[src/rtl/core/stl_pkg.sv]
// ----------------------------------------------------------------------------
// stl_pkg
// Shared types, byte codes and classification helpers of the script token
// lexer.
// ----------------------------------------------------------------------------
package stl_pkg;

  localparam int unsigned PosW  = 32;
  localparam int unsigned OffW  = 32;
  localparam int unsigned DataW = 72;

  localparam logic [7:0] CH_TAB      = 8'h09;
  localparam logic [7:0] CH_NL       = 8'h0A;
  localparam logic [7:0] CH_CR       = 8'h0D;
  localparam logic [7:0] CH_SPACE    = 8'h20;
  localparam logic [7:0] CH_QUOTE    = 8'h22;
  localparam logic [7:0] CH_HASH     = 8'h23;
  localparam logic [7:0] CH_DOLLAR   = 8'h24;
  localparam logic [7:0] CH_SEMI     = 8'h3B;
  localparam logic [7:0] CH_LBRACKET = 8'h5B;
  localparam logic [7:0] CH_RBRACKET = 8'h5D;
  localparam logic [7:0] CH_LBRACE   = 8'h7B;
  localparam logic [7:0] CH_RBRACE   = 8'h7D;

  typedef logic [PosW-1:0] pos_t;
  typedef logic [OffW-1:0] off_t;

  typedef enum logic [3:0] {
    KIND_WS,
    KIND_LIT,
    KIND_BRACE_L,
    KIND_BRACE_R,
    KIND_BRACKET_L,
    KIND_BRACKET_R,
    KIND_SUBST,
    KIND_QUOTE,
    KIND_SEMI,
    KIND_COMMENT
  } kind_e;

  typedef struct packed {
    kind_e kind;
    off_t  start;
    off_t  stop;
    logic  last;
    logic  done;
  } res_t;

  // Results of one byte handed from the core to the output stage
  typedef struct packed {
    logic       valid;
    logic [1:0] cnt;
    res_t       r0;
    res_t       r1;
  } push_t;

  function automatic logic is_space(logic [7:0] b);
    return (b == CH_SPACE) || ((b >= CH_TAB) && (b <= CH_CR));
  endfunction

  function automatic logic word_byte(logic [7:0] b);
    return !is_space(b) && (b != CH_LBRACE) && (b != CH_RBRACE) &&
           (b != CH_LBRACKET) && (b != CH_RBRACKET) && (b != CH_SEMI);
  endfunction

endpackage

[src/rtl/core/stl_core.sv]
// ----------------------------------------------------------------------------
// stl_core
// Input register, run state and token decision for one byte per cycle while the output stage is free.
// ----------------------------------------------------------------------------
module stl_core (
  input  logic          clk_i,
  input  logic          rst_ni,
  input  logic          in_valid_i,
  output logic          in_ready_o,
  input  logic [7:0]    in_byte_i,
  input  logic          in_final_i,
  input  logic          out_free_i,
  output stl_pkg::push_t push_o
);
  import stl_pkg::*;

  localparam logic [2:0] MODE_IDLE    = 3'd0;
  localparam logic [2:0] MODE_WS      = 3'd1;
  localparam logic [2:0] MODE_LIT     = 3'd2;
  localparam logic [2:0] MODE_SUBST   = 3'd3;
  localparam logic [2:0] MODE_COMMENT = 3'd4;

  function automatic kind_e mode_kind(logic [2:0] m);
    kind_e k;
    unique case (m)
      MODE_WS:      k = KIND_WS;
      MODE_SUBST:   k = KIND_SUBST;
      MODE_COMMENT: k = KIND_COMMENT;
      default:      k = KIND_LIT;
    endcase
    return k;
  endfunction

  logic       vld_q;
  logic [7:0] byte_q;
  logic       fin_q;
  logic [2:0] mode_q, mode_d;
  pos_t       begin_q, begin_d;
  pos_t       pos_q, pos_d;

  logic       advance;
  logic       cont, close, single_hit, single_eff, opens, has_x;
  kind_e      single_kind;
  logic [2:0] mode_a, new_mode;
  pos_t       pn, new_begin;
  res_t       res_a, res_x;
  logic [1:0] cnt;

  assign advance    = vld_q && out_free_i;
  assign in_ready_o = !vld_q || out_free_i;

  always_ff @(posedge clk_i or negedge rst_ni) begin
    if (!rst_ni) begin
      vld_q <= 1'b0;
    end else if (in_ready_o) begin
      vld_q <= in_valid_i;
    end
  end

  always_ff @(posedge clk_i) begin
    if (in_ready_o && in_valid_i) begin
      byte_q <= in_byte_i;
      fin_q  <= in_final_i;
    end
  end

  always_comb begin
    cont = 1'b0;
    unique case (mode_q)
      MODE_WS:               cont = is_space(byte_q);
      MODE_LIT, MODE_SUBST:  cont = word_byte(byte_q);
      MODE_COMMENT:          cont = (byte_q != CH_NL);
      default:               cont = 1'b0;
    endcase

    single_hit  = 1'b1;
    single_kind = KIND_LIT;
    unique case (byte_q)
      CH_LBRACE:   single_kind = KIND_BRACE_L;
      CH_RBRACE:   single_kind = KIND_BRACE_R;
      CH_LBRACKET: single_kind = KIND_BRACKET_L;
      CH_RBRACKET: single_kind = KIND_BRACKET_R;
      CH_SEMI:     single_kind = KIND_SEMI;
      CH_QUOTE:    single_kind = KIND_QUOTE;
      default:     single_hit  = 1'b0;
    endcase

    pn    = (&pos_q) ? pos_q : pos_q + PosW'(1);
    close = (mode_q != MODE_IDLE) && !cont;
    mode_a = close ? MODE_IDLE : mode_q;
    single_eff = (mode_a == MODE_IDLE) && single_hit;
    opens      = (mode_a == MODE_IDLE) && !single_hit;

    new_mode = mode_a;
    if (opens) begin
      if (is_space(byte_q)) begin
        new_mode = MODE_WS;
      end else if (byte_q == CH_DOLLAR) begin
        new_mode = MODE_SUBST;
      end else if (byte_q == CH_HASH) begin
        new_mode = MODE_COMMENT;
      end else begin
        new_mode = MODE_LIT;
      end
    end
    new_begin = opens ? pos_q : begin_q;

    has_x = single_eff || (fin_q && (new_mode != MODE_IDLE));
    cnt   = {1'b0, close} + {1'b0, has_x};

    res_a.kind  = mode_kind(mode_q);
    res_a.start = OffW'(begin_q);
    res_a.stop  = OffW'(pos_q);
    res_a.last  = (cnt == 2'd1);
    res_a.done  = fin_q && (cnt == 2'd1);

    res_x.kind  = single_eff ? single_kind : mode_kind(new_mode);
    res_x.start = single_eff ? OffW'(pos_q) : OffW'(new_begin);
    res_x.stop  = OffW'(pn);
    res_x.last  = 1'b1;
    res_x.done  = fin_q;

    push_o.valid = advance;
    push_o.cnt   = cnt;
    push_o.r0    = close ? res_a : res_x;
    push_o.r1    = res_x;

    if (fin_q) begin
      mode_d  = MODE_IDLE;
      begin_d = '0;
      pos_d   = '0;
    end else begin
      mode_d  = new_mode;
      begin_d = new_begin;
      pos_d   = pn;
    end
  end

  always_ff @(posedge clk_i or negedge rst_ni) begin
    if (!rst_ni) begin
      mode_q  <= MODE_IDLE;
      begin_q <= '0;
      pos_q   <= '0;
    end else if (advance) begin
      mode_q  <= mode_d;
      begin_q <= begin_d;
      pos_q   <= pos_d;
    end
  end

  a_final_clears: assert property (@(posedge clk_i) disable iff (!rst_ni)
    (advance && fin_q) |=> (pos_q == '0) && (mode_q == MODE_IDLE))
    else $error("run state not cleared after final byte");

  a_mode_legal: assert property (@(posedge clk_i) disable iff (!rst_ni)
    (mode_q <= MODE_COMMENT))
    else $error("run mode out of range");

  a_pair_closes: assert property (@(posedge clk_i) disable iff (!rst_ni)
    (advance && (cnt == 2'd2)) |-> close)
    else $error("two tokens without a closed run");

endmodule

[src/rtl/core/stl_out.sv]
// ----------------------------------------------------------------------------
// stl_out
// Two-slot result register: takes up to two tokens per byte and hands them
// out one transaction at a time.
// ----------------------------------------------------------------------------
module stl_out (
  input  logic          clk_i,
  input  logic          rst_ni,
  input  stl_pkg::push_t push_i,
  output logic          free_o,
  output logic          out_valid_o,
  input  logic          out_ready_i,
  output stl_pkg::res_t out_res_o
);
  import stl_pkg::*;

  logic [1:0] cnt_q, cnt_d;
  res_t       slot0_q, slot1_q;
  logic       pop;

  assign out_valid_o = (cnt_q != 2'd0);
  assign pop         = out_valid_o && out_ready_i;
  assign free_o      = (cnt_q == 2'd0) || ((cnt_q == 2'd1) && out_ready_i);
  assign out_res_o   = slot0_q;

  always_comb begin
    cnt_d = cnt_q;
    if (push_i.valid) begin
      cnt_d = push_i.cnt;
    end else if (pop) begin
      cnt_d = cnt_q - 2'd1;
    end
  end

  always_ff @(posedge clk_i or negedge rst_ni) begin
    if (!rst_ni) begin
      cnt_q <= 2'd0;
    end else begin
      cnt_q <= cnt_d;
    end
  end

  always_ff @(posedge clk_i) begin
    if (push_i.valid) begin
      slot0_q <= push_i.r0;
      slot1_q <= push_i.r1;
    end else if (pop) begin
      slot0_q <= slot1_q;
    end
  end

  a_cnt_bound: assert property (@(posedge clk_i) disable iff (!rst_ni)
    (cnt_q <= 2'd2))
    else $error("result count overflow");

  a_push_room: assert property (@(posedge clk_i) disable iff (!rst_ni)
    push_i.valid |-> ((cnt_q == 2'd0) || ((cnt_q == 2'd1) && pop)))
    else $error("results pushed over pending results");

  a_pair_drain: assert property (@(posedge clk_i) disable iff (!rst_ni)
    (pop && (cnt_q == 2'd2)) |=> (cnt_q == 2'd1))
    else $error("second result lost");

  a_last_tail: assert property (@(posedge clk_i) disable iff (!rst_ni)
    (cnt_q == 2'd1) |-> slot0_q.last)
    else $error("final pending result not marked last");

endmodule

[src/rtl/core/script_token_lexer_top.sv]
// ----------------------------------------------------------------------------
// script_token_lexer_top
// Script token lexer: one source byte in, zero to two tokens out.
// ----------------------------------------------------------------------------
// Input channel (s_axis): one byte per transaction in tdata[7:0]; tlast marks
// the last byte of the source text, which flushes any open run and restarts
// offsets at zero for the next source.
// Output channel (m_axis): one token per transaction. tdata carries kind,
// start offset and exclusive end offset; tuser is high on the last token
// caused by a byte; tlast is high on the final token of a source.
// A byte is held in the input register and its tokens are then registered
// in the two-slot result register, from which the first output transaction
// is offered.
// Throughput: one byte per cycle while each byte yields at most one token and
// the receiver takes each token; a byte that yields two tokens holds up the
// next byte while the single output channel drains the two-slot result register.
// Reset clears the run state, byte offset and both valid flags; no token is
// pending after reset. When the receiver stalls, the result register holds
// its tokens and s_axis_tready drops once the input register is also full.
// ----------------------------------------------------------------------------
module script_token_lexer_top (
  input  logic                      clk_i,
  input  logic                      rst_ni,
  input  logic                      s_axis_tvalid,
  output logic                      s_axis_tready,
  input  logic [7:0]                s_axis_tdata,   // [7:0] byte_in
  input  logic                      s_axis_tlast,   // is_final
  output logic                      m_axis_tvalid,
  input  logic                      m_axis_tready,
  output logic [stl_pkg::DataW-1:0] m_axis_tdata,   // [3:0] token_kind,
                                                    // [35:4] token_start,
                                                    // [67:36] token_end,
                                                    // [71:68] zero
  output logic                      m_axis_tuser,   // last_of_run
  output logic                      m_axis_tlast    // stream_done
);
  import stl_pkg::*;

  push_t push;
  logic  free;
  res_t  res;

  stl_core u_core (
    .clk_i      (clk_i),
    .rst_ni     (rst_ni),
    .in_valid_i (s_axis_tvalid),
    .in_ready_o (s_axis_tready),
    .in_byte_i  (s_axis_tdata),
    .in_final_i (s_axis_tlast),
    .out_free_i (free),
    .push_o     (push)
  );

  stl_out u_out (
    .clk_i       (clk_i),
    .rst_ni      (rst_ni),
    .push_i      (push),
    .free_o      (free),
    .out_valid_o (m_axis_tvalid),
    .out_ready_i (m_axis_tready),
    .out_res_o   (res)
  );

  assign m_axis_tdata = {4'b0000, res.stop, res.start, res.kind};
  assign m_axis_tuser = res.last;
  assign m_axis_tlast = res.done;

endmodule
[config.mk]
export PLATFORM = sky130hd
export DESIGN_NAME = script_token_lexer_top
export DESIGN_NICKNAME = d
export VERILOG_FILES = /design/src/rtl/core/stl_pkg.sv /design/src/rtl/core/stl_core.sv /design/src/rtl/core/stl_out.sv /design/src/rtl/core/script_token_lexer_top.sv
export SDC_FILE = /design/constraint.sdc
export NUM_CORES = 1
export LEC_CHECK = 0
export BUFFER_PORTS_ARGS = -buffer_cell sky130_fd_sc_hd__buf_2
export CAP_MARGIN = 15
export CORE_UTILIZATION = 60
export DETAILED_ROUTE_END_ITERATION = 12
export HOLD_SLACK_MARGIN = 0.1
export PLACE_DENSITY = 0.77
export RECOVER_POWER = 50
export SETUP_SLACK_MARGIN = 0.15
export SYNTH_ARGS = -nofsm -noshare
export SYNTH_HDL_FRONTEND = slang
export SYNTH_SLANG_ARGS = --single-unit
[constraint.sdc]
create_clock -name clk_i -period 5.45 [get_ports clk_i]
set_clock_uncertainty 0.2 [all_clocks]
set_input_delay 0.545 -clock clk_i [delete_from_list [all_inputs] [get_ports clk_i]]
set_output_delay 0.545 -clock clk_i [all_outputs]
set_load 0.01 [all_outputs]
Yosys cells after proc, flatten, opt, wreduce, memory -nomap -nowiden:

Index checks and enable logic that the tools add are counted.

* bits in registers: 218
* input port bits: 13
* output and inout bits: 76

* add/subtract/negate cells: 3
* order comparisons: 2
* equality and inequality tests: 24
* muxes and demuxes: 22
* reduce and logical (&&, ||, !) cells: 32

Operators by type and width (number)
* $mux 70: 3
* $mux 32: 5
* $eq 8x6->1 const B: 5
* $add 32x1->32 const B: 1
* $eq 8x7->1 const B: 4
* $ne 8x7->1 const B: 4
* $reduce_and 32->1: 1
* $pmux 4 s3: 2
* $pmux 4 s6: 1
* $mux 3: 6
* $logic_and 1x1->1: 15
* $eq 3x2->1 const B: 3
* $ge 8x4->1 const B: 1
* $le 8x4->1 const B: 1
* $ne 8x4->1 const B: 1
* $ne 8x6->1 const B: 1
* $eq 3x1->1 const B: 2
* $eq 3x3->1 const B: 2
* $reduce_bool 3->1: 2
* $reduce_or 6->1: 1
* $eq 2x1->1 const B: 2
* $logic_not 1->1: 4
* $logic_or 1x1->1: 4
* $mux 2: 2
* 9 further kinds: 10

Logic depth before layout (Yosys ltp):

Gate-level depths: netlist of the first run.

* depth in word-level cells: 24
* mapped depth: 13
* gate-level depth less buffers: 9

Modules after synthesis:

Synthesis of the first run repeated with hierarchy kept, for this count alone.

* cell total of the unflattened synthesis: 1005
* area total of the unflattened synthesis: 11813.8 um2

Modules (own cells, without submodules)
* stl_core: instances 1, cells each 764, area an instance 6381.1 um2, sequential area each 1971.9 um2
* stl_out: instances 1, cells each 236, area an instance 5398.9 um2, sequential area each 4254.1 um2
* script_token_lexer_top: instances 1, cells each 5, area an instance 33.8 um2, sequential area each 0.0 um2

Worst setup path after synthesis of the first run:

No wires, ideal clock.

* kind: flip-flop to flip-flop
* from: register u_out.cnt_q[0]
* to: register u_out.slot0_q (netlist bit u_out.out_res_o[36]), data pin
* library setup time: 0.379 ns
* arrival time: 3.989 ns
* path slack: 0.882 ns
* cell stages (with the launch flop): 12
* period minus slack after synthesis: 4.568 ns
* cells stage by stage: dfrtp_1 > inv_1 > ha_1 > a21oi_1 > nand2b_1 > clkbuf_1 > inv_1 > clkbuf_1 > clkbuf_1 > clkbuf_1 > clkbuf_1 > a31oi_1

RTL lines
* start: declaration: line stl_out.sv:17 `logic [1:0] cnt_q, cnt_d;`
* start signal: assignment: line stl_out.sv:39 `cnt_q <= cnt_d;`
* end signal: assignment: line stl_out.sv:45 `slot0_q <= push_i.r0;`
* end signal: assignment: line stl_out.sv:48 `slot0_q <= slot1_q;`
* end: declaration: line stl_out.sv:18 `res_t slot0_q, slot1_q;`

==> impl_metrics.tcl, run 1 <==
set metrics [dict create \
    vdd_drop_max_v 0.000421 \
    path_cells "buf_2, clkbuf_1" \
    max_freq_mhz 247 \
    dp_hpwl_um 15500 \
    cp.depth 2 \
    p_leak_nw 4.57 \
    synth_edf_count 148 \
    synthCells 1082 \
    hold_viol 0 \
    drc_errors 0 \
    cp_top_family "buffers and inverters" \
    outcome "complete, but fails checks" \
    wire_per_inst_um 19.0 \
    n_antenna_cell 0 \
    ys_ff_latch 218 \
    startpoint "rst_ni" \
    grt_max_degree 127 \
    cts_resized 0 \
    slew_violations 183 \
    tns_ns 0 \
    cts_sinks 218 \
    fin_nets 1121 \
    critical_path.endpoint "u_core.begin_q[21]$_DFFE_PN0P_" \
    min_period_ns 4.05 \
    slew-limit-headroom_pct -169 \
    grt_pass1_vias 7650 \
    fillerInstances 1401 \
    postLayoutCoreUtil_pct 67.7 \
    ios 89 \
    drt_iter0_drc 856 \
    violations "capacitance limit, slew limit" \
    via_count 8526 \
    layout-drive-gt1-share_pct 6.96 \
    r2r_start "u_core.byte_q[6]$_DFFE_PP_" \
    cts-root-buf "clkbuf_16" \
    die-area_mm2 0.0189 \
    initial_utilization_pct 61.4 \
    synth-seq-area-share_pct 56.2 \
    area_growth_pct 10.2 \
    routed_wl_um 25600 \
    critPathRequiredTime_ns 4.92 \
    cts_tree "built" \
    synth-async-reset-ratio_pct 32.1 \
    globalplace.congestion 0.882 \
    yosys_warnings 0 \
    cts_max_level 1 \
    ys_top_cells_by_area "edfxtp_1, dfrtp_1, nand2_1, o21ai_0, nand3_1" \
    antenna_found_initial 0 \
    critPathLaunchType "input port" \
    netlist_area_mm2 0.0110 \
    path_clk_slew_ns 0.06 \
    synth_top_area_cell "edfxtp_1" \
    coreArea_mm2 0.0180 \
    post-synth-top-count-cell "edfxtp_1" \
    first_pass_iters 5 \
    avgSynthCellArea_um2 10.2 \
    setup_viol 0 \
    slowest_stage "clkbuf_1" \
    grt_overflow_total 0 \
    cp-end-kind "async pin" \
    vias_per_cell 6.32 \
    grt_first_pass_wirelength_um 40500 \
    ys.flop_type "edfxtp_1" \
    multiInputGateArea_mm2 0.00434 \
    numCtsBuffers 23 \
    die_height_um 138 \
    drtAntennaViolNets 0 \
    maxCapViolCount 3 \
    crit_buf_inv 2 \
    finalCritPeriodShare_pct 74.4 \
    max_stage_delay_ns 2.79 \
    ys_types 67 \
    cts_max_path_buffers 3 \
    worstHoldStart "m_axis_tready" \
    rsz0062_at_grt "no" \
    track_usage_pct 27.6 \
    std_cell_rows 49 \
    insertion_delay_ns 0.52 \
    fin_cells 1350 \
    p_per_area_mw_per_mm2 504 \
    reg2regPathDepth 9 \
    worstHoldPathType "in -> reg" \
    dp_cells 1298 \
    yosys-top-cells-count "edfxtp_1, nand2_1, clkbuf_1" \
    crit_fanout 70 \
    die-width_um 138 \
    io_buffers 84 \
    area.sequential_mm2 0.00620 \
    r2r_slack_ns 1.49 \
    synth_top_cell_area_share_pct 40.3 \
    timing.rr.end "u_out.out_res_o[0]$_DFFE_PP_" \
    worst-slew-pin-transition_ns 4.03 \
    crit_type "in -> async" \
    min_path_cells 4 \
    worstPathArrival_ns 3.52 \
]
## sequential cells by signal (all words and copies together), names as in the netlist
| name | count |
|---|---|
| u_core.fin_q | 1 |
| u_core.mode_q | 3 |
| u_out.cnt_q | 2 |
| u_core.pos_q | 32 |
| u_core.byte_q | 8 |
| u_core.begin_q | 32 |
| u_out.out_res_o | 70 |
| u_core.vld_q | 1 |
| u_out.slot1_q | 69 |
## kinds of logic after synthesis
family                     Yosys count  synth area share, %
xor gates and xnor gates            32                 2.54
AOI/OAI and AO/OA                  282                 17.4
buffers and inverters              125                 4.63
and+or+nand+nor                    416                 18.4
other                                1               0.0340
muxes                                4                0.374
adders and majority gates            4                0.454
DFF                                218                 56.2
## report_power, final
part / internal (mW) / switching (mW)
logic: 0.490 / 1.44
registers: 2.44 / 0.188
clock network: 0.931 / 0.633
total: 3.86 / 2.26
## cell type report
type	count	share of cell area [%]
clock inverters	8	0.813
inverters	12	0.412
repair buffers	107	4.29
well taps	229	2.36
multi-input cells	742	35.7
flip-flops and latches	218	51.0
clock buffers	34	5.41
## timing repair
action / 4_1_cts / 5_1_grt
hold endpoints to repair: 10 / 0
hold buffers: 10 / 0
buffers inserted: 0 / 0
endpoints found under the setup margin: 0 / 0
## how the worst min path moves through the flow
stage / to / slack (ns)
2_1_floorplan: u_core.begin_q[0]$_DFFE_PN0P_ / 0.05
3_3_place_gp: u_core.begin_q[23]$_DFFE_PN0P_ / 0.30
3_5_place_dp: u_out.out_res_o[0]$_DFFE_PP_ / 0.30
4_1_cts: u_core.pos_q[14]$_DFFE_PN0P_ / 0.10
5_1_grt: u_core.vld_q$_DFFE_PN0N_ / 0.25
6_report: u_core.vld_q$_DFFE_PN0N_ / 0.21
## stage by stage
stage	hold slack (ns)	worst slack (ns)	total power, mW	area (um^2)
after floorplan	0.0494	0.882	4.00	11000
after global placement	0.305	1.64	4.58	11400
after detailed placement	0.303	1.53	4.63	11400
after CTS	0.103	1.50	6.19	12300
after global routing	0.250	0.689	6.46	12200
final	0.207	1.40	6.12	12200
## cells in the final DEF, fill, tap and decap left out, types with 4 or more instances in the layout
cell type      netlist  layout
edfxtp_1           148     148
nand2_1            140     140
o21ai_0             83      83
nand3_1             82      82
clkbuf_1            84      80
dfrtp_1             70      70
nor2_1              68      68
a31oi_1             46      46
a22o_1              46      46
a21oi_1             27      27
o31ai_1             27      27
xnor2_1             25      25
clkbuf_16            0      23
and2_1              20      18
or4_1               16      16
and3_1              14      14
nor4_1              14      13
buf_2               20      13
nand4_1             11      11
buf_4                4      11
inv_1               11      10
dlygate4sd3_1        0      10
a211o_1             10       9
or3_1                9       9
nor3_1               9       9
nor2b_1              8       8
nand2b_1             7       7
xor2_1               7       7
and4_1               5       5
o2111ai_1            5       5
a2bb2oi_1            4       4
a31o_2               4       4
ha_1                 4       4
conb_1               1       4
clkbuf_8             0       4
## tightest hold or removal path, stage by stage
cell and delay (ns):
buf_2 0.09, a21oi_1 0.07, nand2_1 0.10, nand2b_1 0.06
## per-layer routing
metal,vias to the layer above,global-route usage [%],share of wire (%)
met5,-,0,0
met4,0,6.59,1.5
met3,36,3.31,7.5
met2,321,42.1,46
met1,4099,42.0,45
li1,4070,-,-
No activity file was read; power rests on OpenSTA's default activity.
==> run 2: changes to the inputs <==
Clock period 5.45 ns to 3.8 ns, I/O delays scaled along.
==> run 2 against run 1 <==
Against the previous run: the flow still finishes with violations (capacitance limit, slew limit); first-iteration DRC count rose by 11%; critical path depth rose by 7; sequential power rose by 43%; total power rose by 49%; combinational power rose by 53%; global-route usage rose by 2.2 points; clock power rose by 53%; non-clock buffer count rose by 30; final cell count rose by 2.3%; critical path type is now reg -> reg; largest cell class unchanged; largest power group unchanged; highest routed layer unchanged.
==> impl_metrics.tcl, run 2 (same netlist as run 1, synthesis figures left out) <==
set metrics [dict create \
    setup_ws_ns 0.300 \
    via_count 8861 \
    ios 89 \
    max_freq_mhz 286 \
    crit_fanout 22 \
    layout-drive-gt1-share_pct 9.20 \
    cts-root-buf "clkbuf_16" \
    die_height_um 138 \
    slew-limit-headroom_pct -36.4 \
    fin_nets 1152 \
    vdd_drop_max_v 0.000455 \
    layout_commonest_cell "edfxtp_1" \
    cts_tree "built" \
    holdBufCountCts 12 \
    worstPathArrival_ns 3.57 \
    numCtsBuffers 24 \
    layout_common_cells "edfxtp_1, nand2_1, o21ai_0" \
    stdcell_area_mm2 0.0125 \
    initial_utilization_pct 61.4 \
    first_pass_iters 5 \
    drc_errors 0 \
    worstHoldPathType "reg -> reg" \
    multiInputGateArea_mm2 0.00434 \
    dp_hpwl_um 17300 \
    vias_per_cell 6.42 \
    violations "capacitance limit, slew limit" \
    critPathLaunchType "flop" \
    die-width_um 138 \
    outcome "complete, but fails checks" \
    cts_sinks 218 \
    track_usage_pct 29.8 \
    largest_reg_flops 70 \
    p_leak_nw 4.76 \
    holdWs_ns 0.318 \
    place_ws_ns 0.331 \
    critPathRequiredTime_ns 3.87 \
    insertion_delay_ns 0.52 \
    path_clk_slew_ns 0.06 \
    grt_pass1_vias 8249 \
    std_cell_rows 49 \
    p_per_area_mw_per_mm2 729 \
    grt_max_degree 88 \
    die-area_mm2 0.0189 \
    fillerInstances 1427 \
    antenna_found_initial 1 \
    area.sequential_mm2 0.00620 \
    cp-end-kind "flop" \
    min_period_ns 3.50 \
    routed_wl_um 27800 \
    cts_resized 0 \
    tns_ns 0 \
    hold_viol 0 \
    setup_viol 0 \
    slew_violations 32 \
    finalCritPeriodShare_pct 92.1 \
    coreArea_mm2 0.0180 \
    io_buffers 84 \
    cts_max_path_buffers 3 \
    drtAntennaViolNets 0 \
    drt_iter0_drc 947 \
    postCtsSetupRepairBufs 0 \
    rsz0062_at_grt "no" \
    area_growth_pct 13.2 \
    worst-slew-pin-transition_ns 2.05 \
    maxCapViolCount 1 \
    wire_per_inst_um 20.1 \
    post_dp_cell_area_mm2 0.0117 \
    n_antenna_cell 0 \
    grt_overflow_total 0 \
    globalplace.congestion 0.882 \
    grt_first_pass_wirelength_um 43500 \
    cts_max_level 1 \
    crit_type "reg -> reg" \
]
## run 2: changes by cell type in the layout (fill, tap and decap cells not counted), sizes merged
| cell | delta |
|---|---|
| clkbuf | +6 |
| clkinv | +1 |
| dlygate4sd3 | +2 |
| clkinvlp | -1 |
| buf | +23 |
## run 2: worst paths after layout
kind | startpoint | to | slack [ns] | depth (start not counted)
max in group asynchronous | rst_ni | u_core.pos_q[17]$_DFFE_PN0P_ | 0.75 | 3
hold / removal | u_out.slot1_q[0]$_DFFE_PP_ | u_out.out_res_o[0]$_DFFE_PP_ | 0.32 | 2
hold reg to reg | u_out.slot1_q[0]$_DFFE_PP_ | u_out.out_res_o[0]$_DFFE_PP_ | 0.32 | 2
min in group asynchronous | rst_ni | u_out.cnt_q[1]$_DFFE_PN0P_ | 0.79 | 2
setup reg to reg | u_core.byte_q[6]$_DFFE_PP_ | u_out.out_res_o[15]$_DFFE_PP_ | 0.30 | 9
setup / recovery | u_core.byte_q[6]$_DFFE_PP_ | u_out.out_res_o[15]$_DFFE_PP_ | 0.30 | 9
## run 2: through the flow
step | power [mW] | utilization (%) | instances
finish | 9.10 | 69.5 | 1381
global route | 9.56 | 69.5 | 1381
global placement | 6.75 | 64.9 | 1326
floorplan | 5.72 | - | 1085
detailed placement | 6.82 | 64.9 | 1326
CTS | 9.19 | 70.1 | 1381
## run 2: final cells by class
type / instances / share of cell area, %
flip-flops and latches: 218 / 49.6
multi-input cells: 742 / 34.8
repair buffers: 137 / 6.32
clock buffers: 35 / 5.70
well taps: 229 / 2.30
clock inverters: 8 / 0.862
inverters: 12 / 0.401
## run 2: power by group
part	switching (mW)	total (mW)	internal (mW)
logic	2.11	2.95	0.837
registers	0.279	3.76	3.48
clock network	0.952	2.39	1.44
## run 2: metal layers
layer	wire (um)	global-route usage (%)	vias to the layer above
met5	0	0	-
met2	13200	47.1	426
met1	11900	43.4	4282
li1	-	-	4123
met4	343	7.14	0
met3	2430	4.38	30
## run 2: critical path, stage by stage (launching register included)
cell and delay (ns):
edfxtp_1 0.47, or3_1 0.48, or4_4 0.57, and2_1 0.24, nand2_1 0.15, nand2_2 0.12, inv_2 0.34, buf_4 0.32
nor4_1 0.08, a211o_1 0.28
==> run 3: changes to the inputs <==
Settings changed: REMOVE_ABC_BUFFERS set to 1.
==> run 3 against run 2 <==
Against the previous run: the run still ends with capacitance limit, slew limit left; sequential power hardly changed; combinational power about the same; total power fell by 1.4%; worst setup slack got worse by 0.026 ns; clock power is 5% lower; first-iteration DRC count is 7.2% lower; count of clock-buffer cells in the layout is 2 lower; core utilization decreased by 0.72 points; critical path type unchanged; critical endpoint is now u_out.out_res_o[11]$_DFFE_PP_; largest power group unchanged; highest routed layer unchanged.
==> impl_metrics.tcl, run 3 (same netlist as run 1, synthesis figures left out) <==
set metrics [dict create \
    startpoint "u_core.byte_q[6]$_DFFE_PP_" \
    max_stage_delay_ns 0.63 \
    reg2regPathDepth 9 \
    largest_reg_flops 70 \
    critPathRequiredTime_ns 3.97 \
    cts_max_level 1 \
    cts_tree "built" \
    cp.depth 9 \
    crit_type "reg -> reg" \
    std_cell_rows 49 \
    post_dp_cell_area_mm2 0.0116 \
    antenna_found_initial 0 \
    worstHoldPathType "reg -> reg" \
    vias_per_cell 6.42 \
    cts_max_path_buffers 3 \
    path_clk_slew_ns 0.06 \
    drt_iter0_drc 879 \
    worst-slew-pin-transition_ns 1.87 \
    die-area_mm2 0.0189 \
    cp_top_family "simple AND/OR/NAND/NOR gates" \
    layout_commonest_cell "edfxtp_1" \
    die-width_um 138 \
    io_buffers 84 \
    slew-limit-headroom_pct -24.4 \
    routed_wl_um 26200 \
    max_freq_mhz 284 \
    path_cells "or3_1, or4_4, nand3_1, nand2_1, nand2_2, clkinv_2, buf_12, or4b_2, nand3_1" \
    insertion_delay_ns 0.51 \
    outcome "complete, but fails checks" \
    min_period_ns 3.53 \
    grt_overflow_total 0 \
    coreArea_mm2 0.0180 \
    setup_viol 0 \
    finalCritPeriodShare_pct 92.8 \
    critPathLaunchType "flop" \
    grt_pass1_vias 8008 \
    first_pass_iters 5 \
    area_growth_pct 12.0 \
    tns_ns 0 \
    wire_per_inst_um 19.1 \
    cp-end-kind "flop" \
    dp_hpwl_um 15900 \
    rsz0062_at_grt "yes" \
    cts_sinks 218 \
    layout-drive-gt1-share_pct 8.57 \
    cts-root-buf "clkbuf_16" \
    drtAntennaViolNets 0 \
    slowest_stage "or4b_2" \
    min_path_cells 2 \
    maxCapViolCount 2 \
    p_leak_nw 4.69 \
    violations "capacitance limit, slew limit" \
    crit_fanout 25 \
    crit_buf_inv 2 \
    numCtsBuffers 23 \
    hold_viol 0 \
    drc_errors 0 \
    slew_violations 101 \
    worstPathArrival_ns 3.70 \
    worstHoldStart "u_out.slot1_q[0]$_DFFE_PP_" \
    vdd_drop_max_v 0.00157 \
    n_antenna_cell 0 \
    initial_utilization_pct 61.4 \
    via_count 8811 \
    p_per_area_mw_per_mm2 726 \
    die_height_um 138 \
    fin_nets 1143 \
    globalplace.congestion 0.901 \
    track_usage_pct 28.2 \
    grt_first_pass_wirelength_um 41800 \
    stdcell_area_mm2 0.0124 \
    grt_max_degree 111 \
    crit_top_cell "nand3_1" \
    r2r_start "u_core.byte_q[6]$_DFFE_PP_" \
    layout_common_cells "edfxtp_1, nand2_1, o21ai_0" \
    ios 89 \
]
## run 3: cell types whose count changed in the layout (fill, tap and decap cells not counted)
cell	before	now
buf_4	32	29
clkinv_2	3	6
buf_12	4	2
clkbuf_8	7	5
clkbuf_1	81	80
clkbuf_16	24	23
clkbuf_2	1	0
clkinv_8	1	0
inv_2	1	0
## run 3: layer usage
metal	vias up	GRT usage, %	part of all wire, %
li1	4105	-	-
met1	4302	41.2	44
met2	361	44.3	47
met3	43	3.02	7.2
met4	0	8.91	2.2
met5	-	0	0
## run 3: tightest hold or removal path, cell delays in order, from the launching register on
cell,delay (ns)
edfxtp_1,0.32
nand2_1,0.05
nand2_1,0.05
## run 3: power breakdown
| part | internal, mW | switching [mW] |
|---|---|---|
| sequential | 3.48 | 0.292 |
| combinational | 0.809 | 2.12 |
| clock | 1.35 | 0.915 |
## run 3: final cells by class
type | instances | area (um^2)
clock buffer | 33 | 663
clock inverter | 9 | 101
fill | 1348 | 5610
inverter | 12 | 51.3
multi-input combinational | 742 | 4340
sequential | 218 | 6200
tap | 229 | 287
timing repair buffer | 129 | 714
## run 3: metrics by stage
stage / cells / total power, mW / util [%] / hold slack (ns) / setup slack [ns]
after global placement: 1318 / 6.69 / 64.4 / 0.255 / 0.394
final: 1372 / 8.97 / 68.8 / 0.312 / 0.273
after global routing: 1372 / 9.47 / 68.8 / 0.344 / 0.0989
after CTS: 1372 / 9.08 / 69.4 / 0.271 / 0.299
after floorplan: 972 / 5.58 / - / -0.116 / -3.78
after detailed placement: 1318 / 6.79 / 64.4 / 0.262 / 0.284
## run 3: path summary, 6_finish.rpt
kind / end / slack, ns
max: u_out.out_res_o[11]$_DFFE_PP_ / 0.27
min: u_out.out_res_o[0]$_DFFE_PP_ / 0.31
min reg2reg: u_out.out_res_o[0]$_DFFE_PP_ / 0.31
min in group asynchronous: u_core.begin_q[11]$_DFFE_PN0P_ / 0.66
max reg2reg: u_out.out_res_o[11]$_DFFE_PP_ / 0.27
max in group asynchronous: u_core.begin_q[1]$_DFFE_PN0P_ / 0.65
## run 3: timing repair
item,4_1_cts,5_1_grt
hold endpoints to repair,33,0
hold buffers,12,0
setup endpoints to repair,0,1
setup buffers,0,0
resized for setup,0,1
